**src/hdl/head_follow_wheel_steering_defines.svh**
```systemverilog
// Assertion macros for the head-follow steering RTL.
`ifndef HEAD_FOLLOW_WHEEL_STEERING_DEFINES_SVH
`define HEAD_FOLLOW_WHEEL_STEERING_DEFINES_SVH

// Same-cycle implication, disabled during reset.
`define HFWS_ASSERT_IMP(label, clk, rstn, ante, cons) \
    label: assert property (@(posedge clk) disable iff (!rstn) (ante) |-> (cons)) \
        else $error("hfws property failed");

// Next-cycle implication, disabled during reset.
`define HFWS_ASSERT_NXT(label, clk, rstn, ante, cons) \
    label: assert property (@(posedge clk) disable iff (!rstn) (ante) |=> (cons)) \
        else $error("hfws property failed");

`endif

```
**src/hdl/hfws_pkg.sv**
```systemverilog
// Shared constants, codes and angle helpers for the head-follow steering block.
`default_nettype none

package hfws_pkg;

    localparam int CORDIC_STEPS_DEF    = 14;
    localparam int ANGLE_FRAC_BITS_DEF = 12;
    localparam int TABLE_LEN           = 20;

    localparam int IN_W      = 16;
    localparam int CMD_W     = 2;
    localparam int FLAG_W    = 2;
    localparam int SPEED_W   = 8;
    localparam int STATUS_W  = 3;
    localparam int GAIN_W    = 8;
    localparam int NEAR_W    = 15;
    localparam int LIMIT_W   = 14;
    localparam int CFG_IDX_W = 3;
    localparam int CFG_DATA_W = 15;

    // Digit-serial datapath of the vectoring unit.
    localparam int PRE_SH     = 8;
    localparam int DIGIT_W    = 4;
    localparam int XY_W_MIN   = 26;
    localparam int NUM_DIGITS = (XY_W_MIN + DIGIT_W - 1) / DIGIT_W;
    localparam int XY_W       = NUM_DIGITS * DIGIT_W;

    localparam logic [CMD_W-1:0] CMD_HEAD    = 2'd0;
    localparam logic [CMD_W-1:0] CMD_MODE    = 2'd1;
    localparam logic [CMD_W-1:0] CMD_ESTOP   = 2'd2;
    localparam logic [CMD_W-1:0] CMD_GESTURE = 2'd3;

    localparam logic [FLAG_W-1:0] FLAG_OFF = 2'd0;
    localparam logic [FLAG_W-1:0] FLAG_ON  = 2'd1;

    localparam logic [STATUS_W-1:0] STAT_NOT_FOLLOW = 3'd0;
    localparam logic [STATUS_W-1:0] STAT_ANGLE      = 3'd1;
    localparam logic [STATUS_W-1:0] STAT_NEAR       = 3'd2;
    localparam logic [STATUS_W-1:0] STAT_TURN       = 3'd3;
    localparam logic [STATUS_W-1:0] STAT_STRAIGHT   = 3'd4;

    localparam logic [CFG_IDX_W-1:0] REG_TURN_GAIN     = 3'd0;
    localparam logic [CFG_IDX_W-1:0] REG_MAX_SPEED     = 3'd1;
    localparam logic [CFG_IDX_W-1:0] REG_STRAIGHT      = 3'd2;
    localparam logic [CFG_IDX_W-1:0] REG_NEAR_LIMIT    = 3'd3;
    localparam logic [CFG_IDX_W-1:0] REG_ANGLE_LIMIT   = 3'd4;
    localparam logic [CFG_IDX_W-1:0] REG_STRAIGHT_BAND = 3'd5;

    localparam logic [GAIN_W-1:0]  RST_TURN_GAIN     = 8'd10;
    localparam logic [SPEED_W-1:0] RST_MAX_SPEED     = 8'd20;
    localparam logic [SPEED_W-1:0] RST_STRAIGHT      = 8'd16;
    localparam logic [NEAR_W-1:0]  RST_NEAR_LIMIT    = 15'd1200;
    localparam logic [LIMIT_W-1:0] RST_ANGLE_LIMIT   = 14'd2048;
    localparam logic [LIMIT_W-1:0] RST_STRAIGHT_BAND = 14'd205;

    // atan(2^-i) in Q30
    localparam longint unsigned ATAN_Q30 [TABLE_LEN] = '{
        64'd843314857, 64'd497837829, 64'd263043837, 64'd133525159, 64'd67021687,
        64'd33543516,  64'd16775851,  64'd8388437,   64'd4194283,   64'd2097149,
        64'd1048576,   64'd524288,    64'd262144,    64'd131072,    64'd65536,
        64'd32768,     64'd16384,     64'd8192,      64'd4096,      64'd2048
    };
    localparam longint unsigned PI_Q30 = 64'd3373259426;

    // Round a Q30 angle to frac fraction bits.
    function automatic longint unsigned to_angle(input longint unsigned t,
                                                 input int unsigned frac);
        return (t + (64'd1 << (29 - frac))) >> (30 - frac);
    endfunction

endpackage

`default_nettype wire

```
**src/hdl/hfws_cordic.sv**
```systemverilog
// Digit-serial vectoring CORDIC: heading of (head_z, -head_x) in fixed-point radians.
`default_nettype none

module hfws_cordic import hfws_pkg::*; #(
    parameter int CORDIC_STEPS    = CORDIC_STEPS_DEF,
    parameter int ANGLE_FRAC_BITS = ANGLE_FRAC_BITS_DEF,
    localparam int ANG_W          = ANGLE_FRAC_BITS + 4
) (
    input  wire logic                    aclk,
    input  wire logic                    aresetn,
    input  wire logic                    start,
    input  wire logic signed [IN_W-1:0]  head_x,
    input  wire logic signed [IN_W-1:0]  head_z,
    output logic                         done,
    output logic signed [ANG_W-1:0]      angle
);

    localparam int STEP_W = $clog2(CORDIC_STEPS);
    localparam int DIG_W  = $clog2(NUM_DIGITS);
    localparam int EXT_W  = XY_W - IN_W - 1 - PRE_SH;
    localparam logic signed [ANG_W-1:0] PI_ANG =
        ANG_W'(to_angle(PI_Q30, ANGLE_FRAC_BITS));

    logic                     busy_reg;
    logic                     done_reg;
    logic [XY_W-1:0]          x_reg, x_next;
    logic [XY_W-1:0]          y_reg, y_next;
    logic signed [ANG_W-1:0]  acc_reg;
    logic [STEP_W-1:0]        step_reg;
    logic [DIG_W-1:0]         dig_reg;
    logic                     cx_reg;
    logic                     cy_reg;

    logic signed [IN_W:0]     xin, yin, x0, y0;
    logic [XY_W-1:0]          x_load, y_load;
    logic signed [ANG_W-1:0]  acc_load;
    logic                     zero_in;

    logic [ANG_W-1:0]         step_tab [CORDIC_STEPS];
    logic signed [XY_W-1:0]   xsh, ysh;
    logic [DIGIT_W-1:0]       xs, ys, xd, yd;
    logic                     dir;
    logic                     cxi, cyi;
    logic [DIGIT_W:0]         xa, ya;
    logic                     last_dig, last_step;

    always_comb begin
        for (int k = 0; k < CORDIC_STEPS; k++) begin
            step_tab[k] = ANG_W'(to_angle(ATAN_Q30[k], ANGLE_FRAC_BITS));
        end
    end

    // Pre-rotate into the right half plane.
    always_comb begin
        xin = {head_z[IN_W-1], head_z};
        yin = -{head_x[IN_W-1], head_x};
        zero_in = (head_x == '0) && (head_z == '0);
        if (xin < 0) begin
            x0 = -xin;
            y0 = -yin;
            acc_load = (yin >= 0) ? PI_ANG : -PI_ANG;
        end else begin
            x0 = xin;
            y0 = yin;
            acc_load = '0;
        end
        if (zero_in) begin
            acc_load = '0;
        end
        x_load = {{EXT_W{x0[IN_W]}}, x0, {PRE_SH{1'b0}}};
        y_load = {{EXT_W{y0[IN_W]}}, y0, {PRE_SH{1'b0}}};
    end

    // One digit of both shift-add updates per cycle.
    always_comb begin
        xsh = $signed(x_reg) >>> step_reg;
        ysh = $signed(y_reg) >>> step_reg;
        xs  = x_reg[dig_reg*DIGIT_W +: DIGIT_W];
        ys  = y_reg[dig_reg*DIGIT_W +: DIGIT_W];
        xd  = xsh[dig_reg*DIGIT_W +: DIGIT_W];
        yd  = ysh[dig_reg*DIGIT_W +: DIGIT_W];
        dir = ~y_reg[XY_W-1];
        cxi = (dig_reg == '0) ? ~dir : cx_reg;
        cyi = (dig_reg == '0) ? dir : cy_reg;
        xa  = {1'b0, xs} + {1'b0, (dir ? yd : ~yd)} + (DIGIT_W+1)'(cxi);
        ya  = {1'b0, ys} + {1'b0, (dir ? ~xd : xd)} + (DIGIT_W+1)'(cyi);
        x_next = x_reg;
        y_next = y_reg;
        x_next[dig_reg*DIGIT_W +: DIGIT_W] = xa[DIGIT_W-1:0];
        y_next[dig_reg*DIGIT_W +: DIGIT_W] = ya[DIGIT_W-1:0];
        last_dig  = (dig_reg == DIG_W'(NUM_DIGITS - 1));
        last_step = (step_reg == STEP_W'(CORDIC_STEPS - 1));
    end

    always_ff @(posedge aclk) begin
        if (!aresetn) begin
            busy_reg <= 1'b0;
            done_reg <= 1'b0;
        end else begin
            done_reg <= 1'b0;
            if (start) begin
                busy_reg <= !zero_in;
                done_reg <= zero_in;
            end else if (busy_reg && last_dig && last_step) begin
                busy_reg <= 1'b0;
                done_reg <= 1'b1;
            end
        end
    end

    always_ff @(posedge aclk) begin
        if (start) begin
            x_reg    <= x_load;
            y_reg    <= y_load;
            acc_reg  <= acc_load;
            step_reg <= '0;
            dig_reg  <= '0;
        end else if (busy_reg) begin
            x_reg  <= x_next;
            y_reg  <= y_next;
            cx_reg <= xa[DIGIT_W];
            cy_reg <= ya[DIGIT_W];
            if (last_dig) begin
                dig_reg  <= '0;
                step_reg <= step_reg + 1'b1;
                acc_reg  <= dir ? acc_reg + $signed(step_tab[step_reg])
                                : acc_reg - $signed(step_tab[step_reg]);
            end else begin
                dig_reg <= dig_reg + 1'b1;
            end
        end
    end

    assign done  = done_reg;
    assign angle = acc_reg;

endmodule

`default_nettype wire

```
**src/hdl/head_follow_wheel_steering.sv**
```systemverilog
// Head-following differential drive controller: top level.
//
// Input channel (s_valid/s_ready): one event word per handshake. cmd 0 is a
// head position, cmd 1 sets auto mode, cmd 2 sets estop, cmd 3 is a
// start/stop gesture. Flag events give no result.
// A head word while auto is on and estop is off gives one result word on
// the output channel (m_valid/m_ready): left and right speed and a status.
// Sequence: while following, a head word goes through the digit-serial
// CORDIC (ST_CORD), then the shift-add gain multiply (ST_MUL), then the
// output stage (ST_FIN). A head at the origin skips the CORDIC iterations.
// When not following, the word goes straight from ST_IDLE to ST_FIN.
// One word is in flight at a time; s_ready is high only between words.
// The result sits in an output register; a stalled receiver holds it and
// the block still takes the next input word, finishing its work up to the
// output register before waiting.
// Reset (aresetn low, synchronous) clears the mode, estop and follow flags,
// drops any pending result and restores the register defaults.
// Configuration writes (cfg_we, cfg_index, cfg_data) take effect at once.
`default_nettype none
`include "head_follow_wheel_steering_defines.svh"

module head_follow_wheel_steering import hfws_pkg::*; #(
    parameter int CORDIC_STEPS    = CORDIC_STEPS_DEF,
    parameter int ANGLE_FRAC_BITS = ANGLE_FRAC_BITS_DEF
) (
    input  wire logic                    aclk,
    input  wire logic                    aresetn,

    input  wire logic                    s_valid,
    output logic                         s_ready,
    input  wire logic [CMD_W-1:0]        s_cmd,
    input  wire logic signed [IN_W-1:0]  s_head_x,
    input  wire logic signed [IN_W-1:0]  s_head_z,
    input  wire logic [FLAG_W-1:0]       s_flag_value,

    output logic                         m_valid,
    input  wire logic                    m_ready,
    output logic [SPEED_W-1:0]           m_left_speed,
    output logic [SPEED_W-1:0]           m_right_speed,
    output logic [STATUS_W-1:0]          m_drive_status,

    input  wire logic                    cfg_we,
    input  wire logic [CFG_IDX_W-1:0]    cfg_index,
    input  wire logic [CFG_DATA_W-1:0]   cfg_data
);

    localparam int ANG_W = ANGLE_FRAC_BITS + 4;
    localparam int CMP_W = (ANG_W > LIMIT_W) ? ANG_W : LIMIT_W;
    localparam int PW    = ANG_W + GAIN_W;
    localparam int SW    = PW + 1;
    localparam int MCNT_W = $clog2(GAIN_W);

    localparam logic [1:0] ST_IDLE = 2'd0;
    localparam logic [1:0] ST_CORD = 2'd1;
    localparam logic [1:0] ST_MUL  = 2'd2;
    localparam logic [1:0] ST_FIN  = 2'd3;

    logic [1:0]              state_reg;
    logic                    auto_reg, estop_reg, follow_reg;
    logic [GAIN_W-1:0]       turn_gain_reg;
    logic [SPEED_W-1:0]      max_speed_reg;
    logic [SPEED_W-1:0]      straight_reg;
    logic [NEAR_W-1:0]       near_reg;
    logic [LIMIT_W-1:0]      angle_limit_reg;
    logic [LIMIT_W-1:0]      band_reg;

    logic signed [IN_W-1:0]  hz_reg;
    logic signed [PW-1:0]    prod_reg;
    logic [GAIN_W-1:0]       gain_sh_reg;
    logic [MCNT_W-1:0]       mcnt_reg;

    logic                    m_valid_reg;
    logic [SPEED_W-1:0]      left_reg, right_reg;
    logic [STATUS_W-1:0]     status_reg;

    logic                    accept;
    logic                    head_go;
    logic                    cord_start;
    logic                    cord_done;
    logic signed [ANG_W-1:0] th;
    logic                    out_free;

    logic [ANG_W-1:0]        ath;
    logic                    out_of_angle, too_near, in_band;
    logic signed [SW-1:0]    base, lsum, rsum, lv, rv;
    logic [SPEED_W-1:0]      left_next, right_next;
    logic [STATUS_W-1:0]     status_next;

    function automatic logic [SPEED_W-1:0] sat_speed(input logic signed [SW-1:0] v);
        logic [SPEED_W-1:0] r;
        if (v < 0) begin
            r = '0;
        end else if (v > $signed(SW'(255))) begin
            r = '1;
        end else begin
            r = v[SPEED_W-1:0];
        end
        return r;
    endfunction

    assign s_ready    = (state_reg == ST_IDLE);
    assign accept     = s_valid && s_ready;
    assign head_go    = accept && (s_cmd == CMD_HEAD) && auto_reg && !estop_reg;
    assign cord_start = head_go && follow_reg;
    assign out_free   = !m_valid_reg || m_ready;

    hfws_cordic #(
        .CORDIC_STEPS    (CORDIC_STEPS),
        .ANGLE_FRAC_BITS (ANGLE_FRAC_BITS)
    ) u_cordic (
        .aclk    (aclk),
        .aresetn (aresetn),
        .start   (cord_start),
        .head_x  (s_head_x),
        .head_z  (s_head_z),
        .done    (cord_done),
        .angle   (th)
    );

    always_comb begin
        ath          = (th < 0) ? ANG_W'(-th) : ANG_W'(th);
        out_of_angle = CMP_W'(ath) >= CMP_W'(angle_limit_reg);
        too_near     = hz_reg <= $signed({1'b0, near_reg});
        in_band      = CMP_W'(ath) <= CMP_W'(band_reg);
        base         = $signed(SW'(max_speed_reg)) <<< (ANGLE_FRAC_BITS - 1);
        lsum         = base - SW'(prod_reg);
        rsum         = base + SW'(prod_reg);
        lv           = lsum >>> ANGLE_FRAC_BITS;
        rv           = rsum >>> ANGLE_FRAC_BITS;
        left_next    = '0;
        right_next   = '0;
        if (!follow_reg) begin
            status_next = STAT_NOT_FOLLOW;
        end else if (out_of_angle) begin
            status_next = STAT_ANGLE;
        end else if (too_near) begin
            status_next = STAT_NEAR;
        end else if (!in_band) begin
            status_next = STAT_TURN;
            left_next   = sat_speed(lv);
            right_next  = sat_speed(rv);
        end else begin
            status_next = STAT_STRAIGHT;
            left_next   = straight_reg;
            right_next  = straight_reg;
        end
    end

    always_ff @(posedge aclk) begin
        if (!aresetn) begin
            state_reg   <= ST_IDLE;
            auto_reg    <= 1'b0;
            estop_reg   <= 1'b0;
            follow_reg  <= 1'b0;
            m_valid_reg <= 1'b0;
        end else begin
            if (accept) begin
                case (s_cmd)
                    CMD_MODE: begin
                        auto_reg <= (s_flag_value == FLAG_ON);
                    end
                    CMD_ESTOP: begin
                        estop_reg <= (s_flag_value == FLAG_ON);
                    end
                    CMD_GESTURE: begin
                        if (s_flag_value == FLAG_ON) begin
                            follow_reg <= 1'b1;
                        end else if (s_flag_value == FLAG_OFF) begin
                            follow_reg <= 1'b0;
                        end
                    end
                    default: ;
                endcase
            end
            if (state_reg == ST_FIN && out_free) begin
                m_valid_reg <= 1'b1;
            end else if (m_ready) begin
                m_valid_reg <= 1'b0;
            end
            case (state_reg)
                ST_IDLE: begin
                    if (head_go) begin
                        state_reg <= follow_reg ? ST_CORD : ST_FIN;
                    end
                end
                ST_CORD: begin
                    if (cord_done) begin
                        state_reg <= ST_MUL;
                    end
                end
                ST_MUL: begin
                    if (mcnt_reg == MCNT_W'(GAIN_W - 1)) begin
                        state_reg <= ST_FIN;
                    end
                end
                ST_FIN: begin
                    if (out_free) begin
                        state_reg <= ST_IDLE;
                    end
                end
                default: state_reg <= ST_IDLE;
            endcase
        end
    end

    always_ff @(posedge aclk) begin
        if (!aresetn) begin
            turn_gain_reg   <= RST_TURN_GAIN;
            max_speed_reg   <= RST_MAX_SPEED;
            straight_reg    <= RST_STRAIGHT;
            near_reg        <= RST_NEAR_LIMIT;
            angle_limit_reg <= RST_ANGLE_LIMIT;
            band_reg        <= RST_STRAIGHT_BAND;
        end else if (cfg_we) begin
            case (cfg_index)
                REG_TURN_GAIN:     turn_gain_reg   <= cfg_data[GAIN_W-1:0];
                REG_MAX_SPEED:     max_speed_reg   <= cfg_data[SPEED_W-1:0];
                REG_STRAIGHT:      straight_reg    <= cfg_data[SPEED_W-1:0];
                REG_NEAR_LIMIT:    near_reg        <= cfg_data[NEAR_W-1:0];
                REG_ANGLE_LIMIT:   angle_limit_reg <= cfg_data[LIMIT_W-1:0];
                REG_STRAIGHT_BAND: band_reg        <= cfg_data[LIMIT_W-1:0];
                default: ;
            endcase
        end
    end

    // Gain times heading, one gain bit per cycle, MSB first.
    always_ff @(posedge aclk) begin
        if (head_go) begin
            hz_reg <= s_head_z;
        end
        if (state_reg == ST_CORD && cord_done) begin
            prod_reg    <= '0;
            gain_sh_reg <= turn_gain_reg;
            mcnt_reg    <= '0;
        end else if (state_reg == ST_MUL) begin
            prod_reg    <= (prod_reg <<< 1) + (gain_sh_reg[GAIN_W-1] ? PW'(th) : PW'(0));
            gain_sh_reg <= {gain_sh_reg[GAIN_W-2:0], 1'b0};
            mcnt_reg    <= mcnt_reg + 1'b1;
        end
        if (state_reg == ST_FIN && out_free) begin
            left_reg   <= left_next;
            right_reg  <= right_next;
            status_reg <= status_next;
        end
    end

    assign m_valid        = m_valid_reg;
    assign m_left_speed   = left_reg;
    assign m_right_speed  = right_reg;
    assign m_drive_status = status_reg;

    `HFWS_ASSERT_IMP(a_stop_zero, aclk, aresetn, m_valid && (m_drive_status == STAT_NOT_FOLLOW || m_drive_status == STAT_ANGLE || m_drive_status == STAT_NEAR), m_left_speed == '0 && m_right_speed == '0)
    `HFWS_ASSERT_IMP(a_straight_equal, aclk, aresetn, m_valid && m_drive_status == STAT_STRAIGHT, m_left_speed == m_right_speed)
    `HFWS_ASSERT_NXT(a_head_busy, aclk, aresetn, head_go, state_reg != ST_IDLE)
    `HFWS_ASSERT_IMP(a_result_from_fin, aclk, aresetn, $rose(m_valid_reg), $past(state_reg) == ST_FIN)

endmodule

`default_nettype wire

```
**config.mk**
```make
export PLATFORM = sky130hd
export DESIGN_NAME = head_follow_wheel_steering
export DESIGN_NICKNAME = d
export VERILOG_FILES = /design/src/hdl/hfws_pkg.sv /design/src/hdl/hfws_cordic.sv /design/src/hdl/head_follow_wheel_steering.sv
export VERILOG_INCLUDE_DIRS = /design/src /design/src/hdl
export SDC_FILE = /design/constraint.sdc
export NUM_CORES = 1
export LEC_CHECK = 0
export BUFFER_PORTS_ARGS = -buffer_cell sky130_fd_sc_hd__buf_2
export CAP_MARGIN = 0
export CORE_ASPECT_RATIO = 1.2
export CORE_UTILIZATION = 68
export DETAILED_ROUTE_END_ITERATION = 8
export PLACE_DENSITY = 0.87
export SKIP_LAST_GASP = 1
export SYNTH_ARGS = -nofsm -noshare
export SYNTH_HDL_FRONTEND = slang
export SYNTH_SLANG_ARGS = --single-unit
```
**constraint.sdc**
```tcl
create_clock -name aclk -period 7.5 [get_ports aclk]
set_input_delay 0.75 -clock aclk [delete_from_list [all_inputs] [get_ports aclk]]
set_output_delay 0.75 -clock aclk [all_outputs]
set_load 0.005 [all_outputs]
```
---- After elaboration in Yosys (flattened, before gate mapping) ----
Memories as Yosys holds them, arrays and structs flattened.
Index checks and enable logic that the tools add are counted.
operators by class
  div/mod/pow operators ................... 0
  equal/unequal tests ..................... 19
  multipliers ............................. 0
  shift operators ......................... 9
  magnitude comparators ................... 11
  add/subtract/negate cells ............... 17
  muxes and demuxes ....................... 49
  reduce and logical (&&, ||, !) cells .... 42
  bitwise logic cells ..................... 6
operator list
  operator                                                     number
  two-way mux 16 bit                                           10
  two-way mux 28 bit                                           4
  indexed part select 28 x 6 -> 4 bit                          4
  indexed part select 4 x 34 -> 28 bit                         2
  two-way mux 8 bit                                            8
  bitwise mux 28 bit                                           2
  >>> shifter 28 x 4 -> 28 bit                                 2
  two-way mux 17 bit                                           2
  negation 17 bit                                              2
  negation 5 -> 34 bit                                         1
  variable shift 4 x 34 -> 28 bit, first input constant        1
  zero test 16 bit                                             2
  less-than comparator 16 x 1 -> 1 bit, second input constant  2
  > comparator 13 x 9 -> 1 bit, second input constant          2
  less-than comparator 13 x 1 -> 1 bit, second input constant  2
  adder 20 x 24 -> 25 bit                                      1
  subtractor 20 x 24 -> 25 bit                                 1
  adder 24 bit                                                 1
  two-way mux 24 bit                                           1
  AND reduction 2 bit                                          11
  >= comparator 17 x 1 -> 1 bit, second input constant         1
  negation 16 -> 17 bit                                        1
  adder 16 bit                                                 1
  >= comparator 16 x 14 -> 1 bit                               1
  other kinds (35)                                             88
word-level totals
  latch bits .............................. 0
  flip-flop bits (word level) ............. 226
  word-level logic and storage cells ...... 185
  ROM bits ................................ 256
  input bits .............................. 59
  memory bits (writable) .................. 0
  memories kept ........................... 1
  output and inout port bits .............. 21
memories
  name             words  width  read ports  clocked after memory_dff  write ports  RTL line            RTL
  (no name shown)  16     16     1           0                         0            hfws_cordic.sv:126  acc_reg <= dir ? acc_reg + $signed(step_tab[step_reg])

---- Depth between registers and ports, before layout ----
  word-level depth ........................ 10
  depth in mapped cells ................... 21
  gate-level depth less buffers ........... 18

---- Hierarchy ----
Synthesis repeated with hierarchy kept, for this count alone.
unflattened totals
  cell total of the unflattened synthesis .. 2155
  area total of the unflattened synthesis .. 18879.4 um2
modules (own cells, without submodules)
  module                      instances  seq. area each (um2)  cells an instance  area an instance (um2)
  hfws_cordic                 1          2242.2                1117               9874.5
  head_follow_wheel_steering  1          3293.2                1038               9004.9

---- Worst setup path after synthesis ----
Ideal clock, no wire load.
  path type ............................... register to register
  from .................................... register u_cordic.step_reg[0]
  to ...................................... register u_cordic.acc_reg[13], in the netlist u_cordic.angle[13] (data pin)
  path slack .............................. 2999 ps
  arrival time ............................ 4246 ps
  buffers on the path ..................... 3
  period minus slack after synthesis ...... 4501 ps
  cell stages (with the launch flop) ...... 19
  required time ........................... 7244 ps
  setup time .............................. 256 ps
  cell sequence ........................... dfxtp_1 -> buf_6 -> buf_6 -> inv_1 -> buf_6 -> ha_1 -> and3_1 -> a21oi_1 -> ha_1 -> o21ai_0 -> ha_1 -> nor2b_1 -> o21ai_0 -> a21boi_0 -> o41ai_1 -> o211ai_1 -> a31o_2 -> a211o_1 -> a31o_2
on the way
  cells in the longest elaborated chain, start to end .. 9
  elaborated cells on any way between the ends .. 10
  classes of those cells .................. add/sub: 2; mux: 6; bitwise: 1; memory: 1
ends and longest elaborated chain
  item                                                      RTL line                                RTL
  from (decl)                                               hfws_cordic.sv:29                       logic [STEP_W-1:0] step_reg;
  from (signal assigned)                                    hfws_cordic.sv:125                      step_reg <= step_reg + 1'b1;
  inverter 4 -> 5 bit (not written as such) *               hfws_cordic.sv:126, hfws_cordic.sv:127
  memory read (16 x 16 bit) *                               -
  two-way mux 16 bit (not written as such) * (2 in a row)   hfws_cordic.sv:126
  adder 16 bit / subtractor 16 bit (equally long branches)  hfws_cordic.sv:126, hfws_cordic.sv:127
  two-way mux 16 bit *                                      hfws_cordic.sv:126
  two-way mux 16 bit *                                      hfws_cordic.sv:123                      if (last_dig) begin
  two-way mux 16 bit *                                      hfws_cordic.sv:118                      end else if (busy_reg) begin
  two-way mux 16 bit *                                      hfws_cordic.sv:112                      if (start) begin
  to (signal assigned)                                      hfws_cordic.sv:115                      acc_reg <= acc_load;
  to (signal assigned)                                      hfws_cordic.sv:126
  to (decl)                                                 hfws_cordic.sv:28                       logic signed [ANG_W-1:0] acc_reg;
Every way passes the cells marked *; elsewhere a longest branch is shown, timed or not. The select of a mux whose other input is x is not followed.
A chain may end at the register's enable or synchronous reset.

---- Final worst setup path ----
  from .................................... register u_cordic.step_reg[1]
  to ...................................... register u_cordic.acc_reg[13], in the netlist u_cordic.angle[13] (data pin)
The elaborated chain is that of the path after synthesis.

==> reports/qor.yml <==
power_frac_seq_pct: 39.9
yosysUniqueCellTypes: 80
clkSlewWorstSetupHoldPaths_ps: 60
slew_violations: 0
drive_gt1_share_pct: 10.4
hold_viol: 0
p_total_uw: 3750
grt.total_usage_pct: 38.5
path_common_cell: "ha_1"
syn_inst: 2069
leakagePower_uw: 0.00756
async_flop_share_pct: 0
yosysTopAreaCell: "edfxtp_1"
drt-pass1-iter-count: 7
synth.net_count: 2262
ios: 80
grt_overflow_total: 0
final_antenna_net_count: 0
synth_fa_ha_area_share_pct: 9.78
num_rows: 64
via_per_inst: 6.68
path_cells: "inv_1 -> ha_1 -> and3_1 -> a21oi_1 -> ha_1 -> o21ai_0 -> ha_1 -> nor2b_1 -> o21ai_0 -> a21boi_0 -> o41ai_1 -> o211ai_1 -> a31o_2 -> a211o_1 -> a31o_2"
cts_made_buffers: 24
synth.top_cell.area_share_pct: 17.2
post_cts_buffers: 0
ir_drop_v: 0.000203
status: "completed"
synth_compound_area_share_pct: 18.8
power_density_nw_per_um2: 199
start_util_pct: 69.2
hold_path_class: "input port to register"
drcViolationCount: 0
synthMuxAreaShare_pct: 9.62
drt-initial-drc-count: 1339
path_max_fanout: 45
p_clk_share_pct: 31.6
synth_area_um2: 17700
cpMaxStageDelayCell: "dfxtp_2"
avgSynthCellArea_um2: 8.54
grt_pass1_vias: 15800
yosysWarnings: 0
core_area_um2: 25500
swShare_pct: 33.6
fin_nets: 2271
grt_max_degree: 76
reg2reg_depth: 15
arrival_ps: 5830
max-slew-margin-rel_pct: 23.1
fin_crit_sh_pct: 73.7
power_frac_comb_pct: 28.5
intPower_uw: 2490
clk_latency_ps: 560
yosysSeqAreaShare_pct: 31.3
antenna_found_initial: 1
dp_hpwl_um: 36300
grt_pass1_wl_um: 80100
cap_violations: 0
yosysMostFrequentCell: "nand2_1"
diodes: 0
numPortBuffers: 79
gp_congestion: 0.995
ys_ff_latch: 226
whs_path_depth: 1
post_drt_wl_per_cell_um: 20.8
critPathBufInv: 1
critPathLaunchType: "register"
clk_path_buf_depth: 3
yosys-top-cells-area: "edfxtp_1 (17%), dfxtp_1 (14%), ha_1 (9.0%), nand2_1 (6.6%), mux4_2 (4.6%)"
cts.htree.levels: 1
yosys.area_share.simple_pct: 20.0
dieHeight_um: 179
dieArea_um2: 26600
synth_edf_count: 101
yosys.area_share.xor_xnor_pct: 5.85
worst_setup_path_end_kind: "register"
finClkSkew_ps: 21.0
detailroute.via_count: 16200
worstSetupPathType: "register to register"
root_buffer: "clkbuf_16"
die_x_um: 149
p_switching_uw: 1260
worst_slew_pin_slew_ps: 1150
syn2layout_area_growth_pct: 6.98
rsz0062_at_grt: "false"
ctsResizeCount: 0
clock-sinks: 226
max_stage_delay_ps: 1040
fin_crit_ps: 5530
drt_wl_total_um: 50500
setup_viol: 0
required_ps: 7800
tns_ps: 0
cp_num_cells: 15
dp.cells: 2382
instances_no_fill: 2426
synth_top_family_by_area: "simple AND/OR/NAND/NOR gates"
synth_flop_cell: "dfxtp_1"
max_freq_ghz: 0.181
cts_tree: "yes"
synth_common_cells: "nand2_1 (311), nor2_1 (165), ha_1 (127)"
hold_buffers: 0
critPathTopFamily: "compound AO/OA/AOI/OAI gates"
## stage by stage
step	worst slack (ps)	hold WS [ps]	area, µm²	util [%]
6_report	1970	411	18900	74.0
5_1_grt	1630	407	18900	74.0
4_1_cts	1990	405	18900	74.0
3_5_place_dp	2010	462	18100	71.0
3_3_place_gp	2320	455	18100	71.0
2_1_floorplan	3000	439	17700	-
## cells in the final DEF (no fill, tap or decap), types with 19 or more instances in the layout
master / n
a21boi_0: 61
nor2_1: 165
nor3_1: 40
edfxtp_1: 101
dfxtp_1: 121
o22ai_1: 43
o211ai_1: 22
xnor2_1: 69
a31oi_1: 19
and2_1: 26
xor2_1: 49
mux2i_1: 72
o21ai_0: 100
mux4_2: 36
buf_2: 79
nand2b_1: 24
ha_1: 127
a21oi_1: 111
clkbuf_16: 26
inv_1: 89
nand3_1: 51
o31ai_1: 20
nor2b_1: 35
nand2_1: 311
## final cells by class
cell class / count / area, µm²
Clock buffer: 32 / 686
Clock inverter: 12 / 98.8
Fill cell: 1821 / 6640
Inverter: 90 / 338
Multi-Input combinational cell: 1640 / 11300
Sequential cell: 226 / 5540
Tap cell: 330 / 413
Timing Repair Buffer: 96 / 523
## worst paths after layout
path / end / slack, ps / from
max: u_cordic.angle[13] / 1970 / u_cordic.step_reg[1]
min: hz_reg[0] / 410 / s_head_z[0]
max reg2reg: u_cordic.angle[13] / 1970 / u_cordic.step_reg[1]
min reg2reg: band_reg[11] / 470 / band_reg[11]
## power by group through the flow
stage | Combinational [µW] | Clock (µW) | Sequential (µW)
3_5_place_dp | 1050 | 0 | 1520
3_3_place_gp | 1010 | 0 | 1510
6_report | 1070 | 1190 | 1500
2_1_floorplan | 819 | 0 | 1480
4_1_cts | 1060 | 1180 | 1500
5_1_grt | 1180 | 1230 | 1510
## metal layers
metal,wire (µm),GRT usage [%]
met1,17800,41.6
met2,24300,66.6
met5,59,0
met3,3520,5.29
met4,4820,32.2
## cells by family (layout without fill, tap and decap cells)
kind of cell,after synthesis,after routing
xor+xnor,118,118
fa+ha+maj,134,134
mux,123,123
flops,226,226
compound gates,507,507
simple gates,758,758
buf+inv,203,230
(Power assumes the default switching activity.)
